==> src/sv/mks_pkg.sv <==
// Package for the keypad scanner: types, codes and the fixed key table.
package mks_pkg;

   localparam int unsigned NumKeys  = 16;
   localparam int unsigned KeyWidth = 4;
   localparam int unsigned ColWidth = 4;
   localparam int unsigned RowWidth = 4;
   localparam int unsigned CntWidth = 16;

   localparam logic [CntWidth-1:0] LockoutReset = 16'd50000;
   localparam logic [ColWidth-1:0] ColAllHigh   = 4'hF;

   // Row patterns, a zero bit marks the driven row.
   localparam logic [RowWidth-1:0] RowsIdle = 4'h0;
   localparam logic [RowWidth-1:0] RowsZero = 4'd14;
   localparam logic [RowWidth-1:0] RowsOne  = 4'd13;
   localparam logic [RowWidth-1:0] RowsTwo  = 4'd11;
   localparam logic [RowWidth-1:0] RowsThree = 4'd7;

   typedef enum logic [2:0] {
      PHASE_IDLE  = 3'd0,
      PHASE_ROW0  = 3'd1,
      PHASE_ROW1  = 3'd2,
      PHASE_ROW2  = 3'd3,
      PHASE_ROW3  = 3'd4
   } phase_type;

   typedef enum logic [1:0] {
      STATUS_NONE     = 2'd0,
      STATUS_KEY      = 2'd1,
      STATUS_UNKNOWN  = 2'd2,
      STATUS_LOCKOUT  = 2'd3
   } status_type;

   typedef struct packed {
      logic [RowWidth-1:0] row_drive;
      status_type          scan_status;
      logic [KeyWidth-1:0] key_index;
   } result_type;

   // Row and column byte of each key, in key index order.
   localparam logic [7:0] KeyTable [NumKeys] = '{
      8'd231, 8'd190, 8'd189, 8'd187, 8'd222, 8'd221, 8'd219, 8'd238,
      8'd237, 8'd235, 8'd126, 8'd125, 8'd123, 8'd119, 8'd183, 8'd215
   };

endpackage

==> src/sv/mks_step.sv <==
// Next-state and result logic of the keypad scanner for one column sample.
module mks_step (
   input  mks_pkg::phase_type                      phase,
   input  logic [mks_pkg::CntWidth-1:0]            lockout_count,
   input  logic [mks_pkg::CntWidth-1:0]            lockout_scans,
   input  logic [mks_pkg::ColWidth-1:0]            column_sample,
   output mks_pkg::phase_type                      phase_next,
   output logic [mks_pkg::CntWidth-1:0]            lockout_next,
   output mks_pkg::result_type                     result
);
   import mks_pkg::*;

   logic [RowWidth-1:0] rows_now;
   logic [7:0]          code;
   logic                hit;
   logic [KeyWidth-1:0] hit_index;
   logic                any_low;

   assign any_low = (column_sample != ColAllHigh);
   assign code    = {rows_now, column_sample};

   // Parallel compare against every table entry; entries are distinct.
   always_comb begin
      hit       = 1'b0;
      hit_index = '0;
      for (int i = NumKeys - 1; i >= 0; i--) begin
         if (KeyTable[i] == code) begin
            hit       = 1'b1;
            hit_index = KeyWidth'(i);
         end
      end
   end

   always_comb begin
      rows_now           = RowsIdle;
      phase_next         = PHASE_IDLE;
      lockout_next       = lockout_count;
      result.row_drive   = RowsIdle;
      result.scan_status = STATUS_NONE;
      result.key_index   = '0;
      unique case (phase)
         PHASE_ROW0: begin
            rows_now         = RowsZero;
            phase_next       = PHASE_ROW1;
            result.row_drive = RowsOne;
         end
         PHASE_ROW1: begin
            rows_now         = RowsOne;
            phase_next       = PHASE_ROW2;
            result.row_drive = RowsTwo;
         end
         PHASE_ROW2: begin
            rows_now         = RowsTwo;
            phase_next       = PHASE_ROW3;
            result.row_drive = RowsThree;
         end
         PHASE_ROW3: begin
            rows_now         = RowsThree;
            phase_next       = PHASE_IDLE;
            result.row_drive = RowsIdle;
         end
         default: begin
            if (lockout_count != '0) begin
               lockout_next       = lockout_count - 1'b1;
               result.scan_status = STATUS_LOCKOUT;
            end else if (any_low) begin
               lockout_next     = lockout_scans;
               phase_next       = PHASE_ROW0;
               result.row_drive = RowsZero;
            end
         end
      endcase

      // A low column under a driven row ends the scan with a lookup.
      if (phase == PHASE_ROW0 || phase == PHASE_ROW1 ||
          phase == PHASE_ROW2 || phase == PHASE_ROW3) begin
         if (any_low) begin
            phase_next         = PHASE_IDLE;
            result.row_drive   = RowsIdle;
            result.scan_status = hit ? STATUS_KEY : STATUS_UNKNOWN;
            result.key_index   = hit ? hit_index : '0;
         end
      end
   end

endmodule

==> src/sv/matrix_keypad_scanner_unit.sv <==
// Top level of the 4x4 keypad scanner: handshakes, state and result registers.
//
// Usage: each request transaction carries one 4-bit column sample, read from
// the pins under the row drive given by the previous response. Each request
// yields exactly one response transaction with the row drive for the next
// sample, a scan status (nothing, key found, pattern not in table, lockout
// hold) and the key index when a key was found.
// A sample is first held in an input register; the scan logic between that
// register and the response register is a single pass of short logic, with
// the phase and lockout counters updated as the sample moves across.
// A request passes through the input register and then the response register before
// response valid rises; one request can be accepted every cycle as long as the response side keeps up.
// When the receiver raises rsp_stall the response holds, the input register
// fills, and only then is req_stall raised, so no transaction is lost.
// The csr channel writes the lockout length; it is always ready and should be
// used only while no transaction is in flight.
// Synchronous reset empties both registers, returns the scanner to idle, clears
// the lockout count and sets the lockout length to 50000; the row drive is not reset.
module matrix_keypad_scanner_unit (
   input  logic                             clock,
   input  logic                             reset,
   input  logic                             req_valid,
   output logic                             req_stall,
   input  logic [mks_pkg::ColWidth-1:0]     req_column_sample,
   output logic                             rsp_valid,
   input  logic                             rsp_stall,
   output logic [mks_pkg::RowWidth-1:0]     rsp_row_drive,
   output logic [1:0]                       rsp_scan_status,
   output logic [mks_pkg::KeyWidth-1:0]     rsp_key_index,
   input  logic                             csr_valid,
   output logic                             csr_ready,
   input  logic [mks_pkg::CntWidth-1:0]     csr_data
);
   import mks_pkg::*;

   logic                in_valid_ff, in_valid_in;
   logic [ColWidth-1:0] in_col_ff;
   logic                out_valid_ff, out_valid_in;
   result_type          out_result_ff;
   phase_type           phase_ff, phase_in;
   logic [CntWidth-1:0] lockout_ff, lockout_in;
   logic [CntWidth-1:0] lockout_scans_ff;
   result_type          step_result;
   logic                advance;
   logic                req_take;

   // The held sample moves on when the response register is empty or being
   // taken in this cycle.
   assign advance   = in_valid_ff & (~out_valid_ff | ~rsp_stall);
   assign req_stall = in_valid_ff & ~advance;
   assign req_take  = req_valid & ~req_stall;
   assign csr_ready = 1'b1;

   mks_step u_step (
      .phase         (phase_ff),
      .lockout_count (lockout_ff),
      .lockout_scans (lockout_scans_ff),
      .column_sample (in_col_ff),
      .phase_next    (phase_in),
      .lockout_next  (lockout_in),
      .result        (step_result)
   );

   always_comb begin
      in_valid_in = in_valid_ff;
      if (req_take) begin
         in_valid_in = 1'b1;
      end else if (advance) begin
         in_valid_in = 1'b0;
      end
      out_valid_in = out_valid_ff;
      if (advance) begin
         out_valid_in = 1'b1;
      end else if (~rsp_stall) begin
         out_valid_in = 1'b0;
      end
   end

   always_ff @(posedge clock) begin
      if (reset) begin
         in_valid_ff      <= 1'b0;
         out_valid_ff     <= 1'b0;
         phase_ff         <= PHASE_IDLE;
         lockout_ff       <= '0;
         lockout_scans_ff <= LockoutReset;
      end else begin
         in_valid_ff  <= in_valid_in;
         out_valid_ff <= out_valid_in;
         if (advance) begin
            phase_ff   <= phase_in;
            lockout_ff <= lockout_in;
         end
         if (csr_valid & csr_ready) begin
            lockout_scans_ff <= csr_data;
         end
      end
   end

   // Payload registers carry no reset.
   always_ff @(posedge clock) begin
      if (req_take) begin
         in_col_ff <= req_column_sample;
      end
      if (advance) begin
         out_result_ff <= step_result;
      end
   end

   assign rsp_valid       = out_valid_ff;
   assign rsp_row_drive   = out_result_ff.row_drive;
   assign rsp_scan_status = out_result_ff.scan_status;
   assign rsp_key_index   = out_result_ff.key_index;

endmodule
==> config.mk <==
export PLATFORM = sky130hd
export DESIGN_NAME = matrix_keypad_scanner_unit
export DESIGN_NICKNAME = d
export VERILOG_FILES = /design/src/sv/mks_pkg.sv /design/src/sv/mks_step.sv /design/src/sv/matrix_keypad_scanner_unit.sv
export SDC_FILE = /design/constraint.sdc
export NUM_CORES = 1
export LEC_CHECK = 0
export ABC_AREA = 1
export BUFFER_PORTS_ARGS = -buffer_cell sky130_fd_sc_hd__buf_2
export CELL_PAD_IN_SITES_DETAIL_PLACEMENT = 0
export CELL_PAD_IN_SITES_GLOBAL_PLACEMENT = 2
export CORE_ASPECT_RATIO = 1.1
export CORE_MARGIN = 2
export CORE_UTILIZATION = 28
export CTS_CLUSTER_DIAMETER = 150
export DETAILED_ROUTE_END_ITERATION = 16
export PLACE_DENSITY = 0.72
export SLEW_MARGIN = 15
export SYNTH_ARGS = -nofsm -noshare
export SYNTH_HDL_FRONTEND = slang
export SYNTH_HIERARCHICAL = 1
export SYNTH_SLANG_ARGS = --single-unit
==> constraint.sdc <==
create_clock -name clock -period 1.5 [get_ports clock]
set_input_delay 0.375 -clock clock [delete_from_list [all_inputs] [get_ports clock]]
set_output_delay 0.375 -clock clock [all_outputs]
set_load 0.01 [all_outputs]
==> results of run 1 <==
==> where the power goes <==
part | total (W) | switching [W] | leakage (nW) | internal (W)
logic | 0.00158 | 0.000886 | 1.81 | 0.000697
clock network | 0.00116 | 0.000542 | 0.0669 | 0.000618
registers | 0.00160 | 0.0000753 | 0.442 | 0.00153
==> synthesized netlist by cell type <==
cell	n	area, µm²
or2_2	1	6.26
a21oi_1	20	100
nor2_2	3	18.8
xor2_1	6	52.6
buf_2	13	65.1
buf_4	3	22.5
a21oi_2	9	78.8
a31oi_1	1	6.26
nor2_8	1	20.0
nand2_4	1	11.3
inv_1	56	210
edfxtp_1	14	420
conb_1	1	3.75
nor3_1	3	15.0
ha_1	1	12.5
nand3_2	1	10.0
nor2_4	1	11.3
nor2_1	79	297
o21ai_1	11	55.1
xnor2_1	1	8.76
buf_6	7	78.8
nand2_2	3	18.8
nand2_1	186	698
inv_4	1	6.26
dfxtp_1	37	741
nand3_1	41	205
o21ai_0	18	90.1
o21ai_2	2	17.5
a211oi_1	1	7.51
inv_2	3	11.3
nand4_1	3	18.8
==> logic make-up after synthesis <==
kind of cell / Yosys count / synth area share [%]
AOI/OAI and AO/OA: 62 / 10.7
xor gates and xnor gates: 7 / 1.85
adders and majority gates: 1 / 0.377
buffers and inverters: 83 / 11.9
DFF: 51 / 35.0
other: 1 / 0.113
and+or+nand+nor: 323 / 40.1
==> critical path, delay by kind of cell (launching register included) <==
kind,cells,cell delay [ps]
adders and majority gates,1,160
buffers and inverters,3,270
DFF,1,340
and+or+nand+nor,10,710
==> per-layer routing <==
metal	GRT usage (%)	vias up
met1	19.0	1614
met4	4.65	0
li1	-	1847
met5	0	-
met3	2.43	16
met2	27.0	49
==> state kept, by name, indices dropped and copies added (netlist names) <==
signal / count
lockout_ff: 16
in_valid_ff: 1
rsp_key_index: 4
rsp_row_drive: 4
rsp_scan_status: 2
rsp_valid: 1
in_col_ff: 4
phase_ff: 3
lockout_scans_ff: 16
==> what timing repair did <==
item / in CTS / in global routing
resized for setup: 35 / 60
setup buffers: 1 / 9
pin swaps: 9 / 30
endpoints found under the setup margin: 25 / 27
==> path summary, 6_finish.rpt <==
kind                         from              endpoint  slack (ps)  depth (start not counted)
min          req_column_sample[2]          in_col_ff[2]         250                          1
max reg2reg         lockout_ff[1]         lockout_ff[6]        -100                         14
min reg2reg  lockout_scans_ff[14]  lockout_scans_ff[14]         460                          2
max                 lockout_ff[1]         lockout_ff[6]        -100                         14
==> per-stage QoR <==
step	setup WS [ps]	std cells	total power [W]
after floorplan	7.44	528	0.00251
after global placement	-199	763	0.00304
after detailed placement	-182	763	0.00304
after CTS	-96.1	772	0.00428
after global routing	-249	781	0.00466
final	-104	781	0.00435
==> cell usage in the layout (no fill, tap or decap), types with 6 or more instances in the layout <==
cell type / n
o21ai_1: 13
buf_2: 36
inv_1: 52
dfxtp_2: 10
nor2_4: 9
dfxtp_1: 27
xor2_1: 6
nand3_2: 6
a21oi_2: 13
nand3_1: 36
nor2_1: 56
o21ai_0: 12
nor2_2: 18
buf_4: 71
nand2_1: 172
buf_6: 9
edfxtp_1: 14
nand2_2: 13
a21oi_1: 16
inv_2: 6
==> final cells by class <==
class                      instances  area share [%]
sequential                        51            25.5
timing repair buffer             118            18.6
clock inverter                     2           0.272
tap                              150            4.08
inverter                          60            5.06
clock buffer                       6            2.80
multi-input combinational        394            43.7
==> key figures, run 1 <==
Status
  – Outcome: complete, but fails checks
  – Violated checks: negative setup slack

Placement
  – Post-DP HPWL: 7.19 mm
  – Placer's final routability congestion estimate: 0.878
  – IO buf count: 36
  – Dpl cell area: 0.00410 mm²

Cells and area
  – Finished Cell Area: 0.00460 mm²
  – Reg area: 0.00117 mm²
  – Number of antenna diodes: 0
  – Core occupancy in the finished layout: 40.0%
  – Total area of multi-input combinational cells: 0.00201 mm²
  – # fillers: 1,257
  – Fraction of final layout cells with drive strength greater than 1: 34.5%
  – Area delta synth->final: 38.7%
  – Final nets: 656

Route
  – Uppermost layer routed: met4
  – Detailed-route wire length on metal 1: 4.45 mm
  – TritonRoute pass-1 iters: 4
  – Antenna-violating nets left: 0
  – Initial DRC Count: 156
  – DRC violation count after routing: 0
  – Detail-routed net length per standard cell: 12.4 µm
  – Via Count: 3,526
  – Amount of wire on met3 after detailed routing: 238 µm
  – Total length of routed wires: 9.71 mm
  – Met2 Wirelength: 4.84 mm
  – Average via count per standard cell: 4.51

STA
  – Worst setup slack after layout: -104 ps
  – RSZ-0062 raised after global routing: yes
  – Clock period minus worst slack: 1600 ps
  – Hold Fails Final Rpt: 0
  – Max-slew violation count: 0
  – Count of endpoints failing setup in the final report: 24
  – Peak Freq: 624 MHz
  – Worst Clk Skew: 8.38 ps
  – Worst slack on hold paths: 251 ps
  – Setup TNS: -1450 ps
  – Final period utilization: 107%

Global routing
  – Number of antenna violations at the first check in global routing: 0
  – Global Route Usage Sum: 15.4%
  – Largest net degree at the start of global routing: 36
  – Number of global-route vias before repair: 3,188
  – Aggregate global routing overflow: 0
  – Wire length of the first global-routing pass: 15.6 mm

Synth
  – Number of distinct standard cells referenced by the synthesized netlist: 31
  – Yosys warning total: 6
  – Syn_nets: 554
  – Cell count after synthesis: 528
  – Synthesized flop and latch total: 51
  – Average instance area after synthesis: 6.28 µm²
  – Netlist Area Pre-Place: 0.00332 mm²
  – Proportion of synthesized chip area in sequential cells: 35.0%

Pwr
  – IR drop worst, VDD: 420 µV
  – Pleak: 2.32 nW
  – Power Density: 945 mW/mm²

Floorplan
  – Num ports: 38
  – Total Die Area: 0.0127 mm²
  – Core Footprint: 0.0115 mm²
  – Initial cell density of the core: 28.9%
  – Chip height: 118 µm
  – Number of rows in the core area: 41
  – Horizontal die dimension: 108 µm

Setup path
  – Critical-path top delay cell: dfxtp_2
  – Critical Path Sink Type: register
  – Cells traversed along the worst timing path: inv_2 > ha_4 > nand2_4 > nor2_4 > nand2_4 > buf_6 > nand2_1 > nand2_2 > nand2_1 > nand2_1 > inv_1 > nand3_1 > nand2_1 > nor2_1
  – Slowest cell delay on critical path: 340 ps
  – Signal arrival time at the worst endpoint: 1800 ps
  – Classification of the worst setup path: reg2reg
  – Type of origin of the critical path: register
  – Maximum fanout encountered on the critical timing path: 8
  – Required time at the endpoint of the critical path: 1690 ps
  – Cell repeated most along the worst path: nand2_1

Clocking
  – Clock latency at the later pin of the worst-skew pair: 300 ps
  – CTS root buf: clkbuf_16
  – CTS tree: done
  – Number of buffers created by CTS: 5
  – CTS H-tree depth: 2
  – Total number of clock tree sinks: 51
  – Clock slew at the register clock pins of the worst setup and hold paths: 70 ps
  – Clock tree buffer depth: 2
  – Hold bufs inserted after CTS: 0

Hold path
  – Min-delay worst type: in2reg

Flow run
  – Max capacitance violation total: 0
No activity file was read; power rests on OpenSTA's default activity.
==> run 2: changes to the inputs <==
- ABC_AREA: 1 -> unset
- CORE_UTILIZATION: 28 -> 32
- PLACE_DENSITY: 0.72 -> 0.73
==> run 2 against run 1 <==
Against the previous run:
- the run still ends with negative setup slack left
- maximum frequency shrank 25%
- routed wire length decreased by 12%
- die area shrank 18%
- non-clock buffer count is 1 higher
- critical path depth is 8 lower
- largest cell class unchanged
- combinational power grew to 5.7 times the previous value
- design area fell by 3.6%
- highest routed layer unchanged
- clock-buffer cell count is the same
- via count fell by 16%
- cell count shrank 27%
- sequential share of layout area up 0.88 points
- clock skew down 1.1 ps
==> key figures, run 2 <==
Synth
  – Number of distinct standard cells referenced by the synthesized netlist: 54 (+74%)
  – Post-synth top area share: 24.0% (+1.7 points)
  – Number of synthesized flops with an enable pin: 14 (unchanged)
  – Average instance area after synthesis: 8.84 µm² (+41%)
  – Synthesized flop and latch total: 51 (unchanged)
  – Netlist Area Pre-Place: 0.00309 mm² (-7.0%)
  – Syn_nets: 375 (-32%)
  – Cell count after synthesis: 349 (-34%)
  – Most frequent cell after synthesis: nand2b_1
  – Proportion of register bits with asynchronous set or reset after synthesis: 0% (unchanged)
  – Primary flip-flop cell chosen by synthesis mapping: dfxtp_1
  – Main area contributors after synthesis: dfxtp_1 (24%), edfxtp_1 (14%), mux2i_1 (10%)
  – Proportion of synthesized chip area in sequential cells: 37.6% (+2.6 points)
  – Yosys warning total: 6 (unchanged)
  – Cell accounting for the most synthesized area: dfxtp_1
  – Synth cell count leaders: nand2b_1 (45), dfxtp_1 (37), mux2i_1 (32), nor2_1 (28), nand2_1 (21)

STA
  – Worst Clk Skew: 7.28 ps (-1.10 ps)
  – Hold Fails Final Rpt: 0 (unchanged)
  – Transition at the pin with the smallest max-transition slack: 497 ps
  – Max-slew violation count: 0 (unchanged)
  – RSZ-0062 raised after global routing: yes
  – Worst setup slack after layout: -642 ps (-539 ps)
  – Count of endpoints failing setup in the final report: 25 (+4.2%)
  – Peak Freq: 467 MHz (-25%)
  – Clock period minus worst slack: 2140 ps (+539 ps)
  – Rel. slew slack: 66.6%
  – Final period utilization: 143% (+36 points)

Cells and area
  – Area delta synth->final: 43.7%
  – Fraction of final layout cells with drive strength greater than 1: 42.8% (+8.3 points)
  – Largest registers: lockout_ff x16, lockout_scans_ff x16
  – Commonest cells after routing, fill and taps aside: buf_4 (62), nand2b_1 (44), buf_2 (37), mux2i_1 (32), dfxtp_1 (32)
  – Most frequent standard cell in the layout excluding fill and tap cells: buf_4
  – # fillers: 921 (-27%)
  – Number of antenna diodes: 0 (unchanged)
  – Final nets: 478 (-27%)
  – Finished Cell Area: 0.00443 mm² (-3.6%)

Hold path
  – Worst Hold Launch: req_column_sample[2]
  – Min-delay worst type: in2reg

Placement
  – Post-DP HPWL: 6.11 mm (-15%)
  – Minimum setup slack after placement: -677 ps (-495 ps)
  – Placer's final routability congestion estimate: 0.832 (-5.3%)
  – Dpl cell area: 0.00392 mm² (-4.5%)
  – IO buf count: 36 (unchanged)

Pwr
  – Pleak: 1.83 nW (-21%)
  – IR drop worst, VDD: 1170 µV (+180%)
  – Tot Pwr: 0.0120 W (+180%)
  – Power Density: 2700 mW/mm² (+190%)

Floorplan
  – Horizontal die dimension: 97.6 µm (-9.4%)
  – Initial cell density of the core: 33.0% (+4.1 points)
  – Num ports: 38 (unchanged)
  – Total Die Area: 0.0104 mm² (-18%)
  – Core Footprint: 0.00935 mm² (-19%)
  – Chip height: 107 µm (-9.5%)
  – Number of rows in the core area: 37 (-9.8%)

Route
  – DRC violation count after routing: 0 (unchanged)
  – TritonRoute pass-1 iters: 4 (unchanged)
  – Average via count per standard cell: 5.17 (+15%)
  – Detail-routed net length per standard cell: 15.0 µm (+20%)
  – Antenna-violating nets left: 0 (unchanged)
  – Initial DRC Count: 147 (-5.8%)
  – Via Count: 2,949 (-16%)
  – Total length of routed wires: 8.52 mm (-12%)

Clocking
  – Clock latency at the later pin of the worst-skew pair: 310 ps (about the same)
  – CTS root buf: clkbuf_8
  – Clock tree buffer depth: 2 (unchanged)
  – CTS tree: done
  – Number of buffers created by CTS: 5 (unchanged)
  – CTS H-tree depth: 2 (unchanged)
  – Total number of clock tree sinks: 51 (unchanged)
  – Clock slew at the register clock pins of the worst setup and hold paths: 100 ps (+30 ps)

Setup path
  – Required time at the endpoint of the critical path: 1560 ps (-130 ps)
  – Maximum fanout encountered on the critical timing path: 6 (-2)
  – Type of origin of the critical path: register
  – Classification of the worst setup path: reg2reg
  – Signal arrival time at the worst endpoint: 2200 ps (+400 ps)
  – Reg-to-Reg Start: lockout_ff[7]
  – CP Launch Point: lockout_ff[7]
  – Critical Path Sink Type: register

Status
  – Outcome: complete, but fails checks
  – Violated checks: negative setup slack

Global routing
  – Number of global-route vias before repair: 2,946 (-7.6%)
  – Wire length of the first global-routing pass: 14.1 mm (-9.4%)
  – Largest net degree at the start of global routing: 30 (-17%)
  – Aggregate global routing overflow: 0 (unchanged)
  – Number of antenna violations at the first check in global routing: 0 (unchanged)
  – Global Route Usage Sum: 16.6% (+1.3 points)

Flow run
  – Max capacitance violation total: 0 (unchanged)
-- run 2: per-layer routing --
metal	global-route usage (%)	vias up	part of all wire, %
met2	31.0	52	51
met3	2.35	14	2.6
li1	-	1479	-
met5	0	-	0
met4	5.06	0	2.0
met1	19.7	1404	44
-- run 2: through the flow --
stage / util, % / std cells / hold WS (ps) / setup TNS, ps
2_1_floorplan: - / 349 / 447 / -12190
3_3_place_gp: 41.9 / 551 / 483 / -12430
3_5_place_dp: 41.9 / 551 / 492 / -12810
4_1_cts: 45.5 / 569 / 231 / -12090
5_1_grt: 47.4 / 570 / 221 / -13960
6_report: 47.4 / 570 / 233 / -11990
-- run 2: worst paths after layout --
kind	endpoint	slack (ps)	depth (start not counted)
hold reg to reg	lockout_scans_ff[3]	510	2
setup / recovery	rsp_scan_status[0]	-640	6
hold / removal	in_col_ff[2]	230	1
setup reg to reg	rsp_scan_status[0]	-640	6
-- run 2: worst max-delay path: stages, from the launching register on --
cell and delay (ps):
dfxtp_2 330, or4_4 540, or2_4 270, or3_4 460
buf_6 150, nand2_4 50, nand4b_1 90
-- run 2: cell type report --
type                       count  area (µm²)  share of cell area, %
multi-input combinational    266        2050                   46.3
tap                          117         146                   3.30
timing repair buffer         119         927                   20.9
sequential                    51        1170                   26.4
inverter                       9        33.8                  0.762
clock inverter                 2        8.76                  0.198
clock buffer                   6        93.8                   2.12
-- run 2: repair_timing --
action / CTS / global route
hold buffers: 0 / 0
cloned: 1 / 0
gates resized for setup: 38 / 42
hold endpoints to repair: 0 / 0
buffers inserted: 9 / 4
pin swaps: 17 / 17
setup endpoints to repair: 28 / 28
-- run 2: cells by family (layout without fill, tap and decap cells) --
family          Yosys count  count (layout)  share of synthesized area [%]
simple gates            161             161                           29.3
compound gates           66              66                           14.3
flops                    51              51                           37.6
mux                      32              32                           10.4
buf+inv                  32             136                           6.45
xor+xnor                  5               5                           1.42
fa+ha+maj                 1               1                          0.405
other cells               1               1                          0.122
-- run 2: report_power, final --
group	internal [W]	switching [W]	total, W	leakage (nW)
logic	0.00464	0.00441	0.00905	1.33
registers	0.00183	0.000196	0.00203	0.441
clock network	0.000423	0.000478	0.000900	0.0538
total	0.00689	0.00509	0.0120	1.83
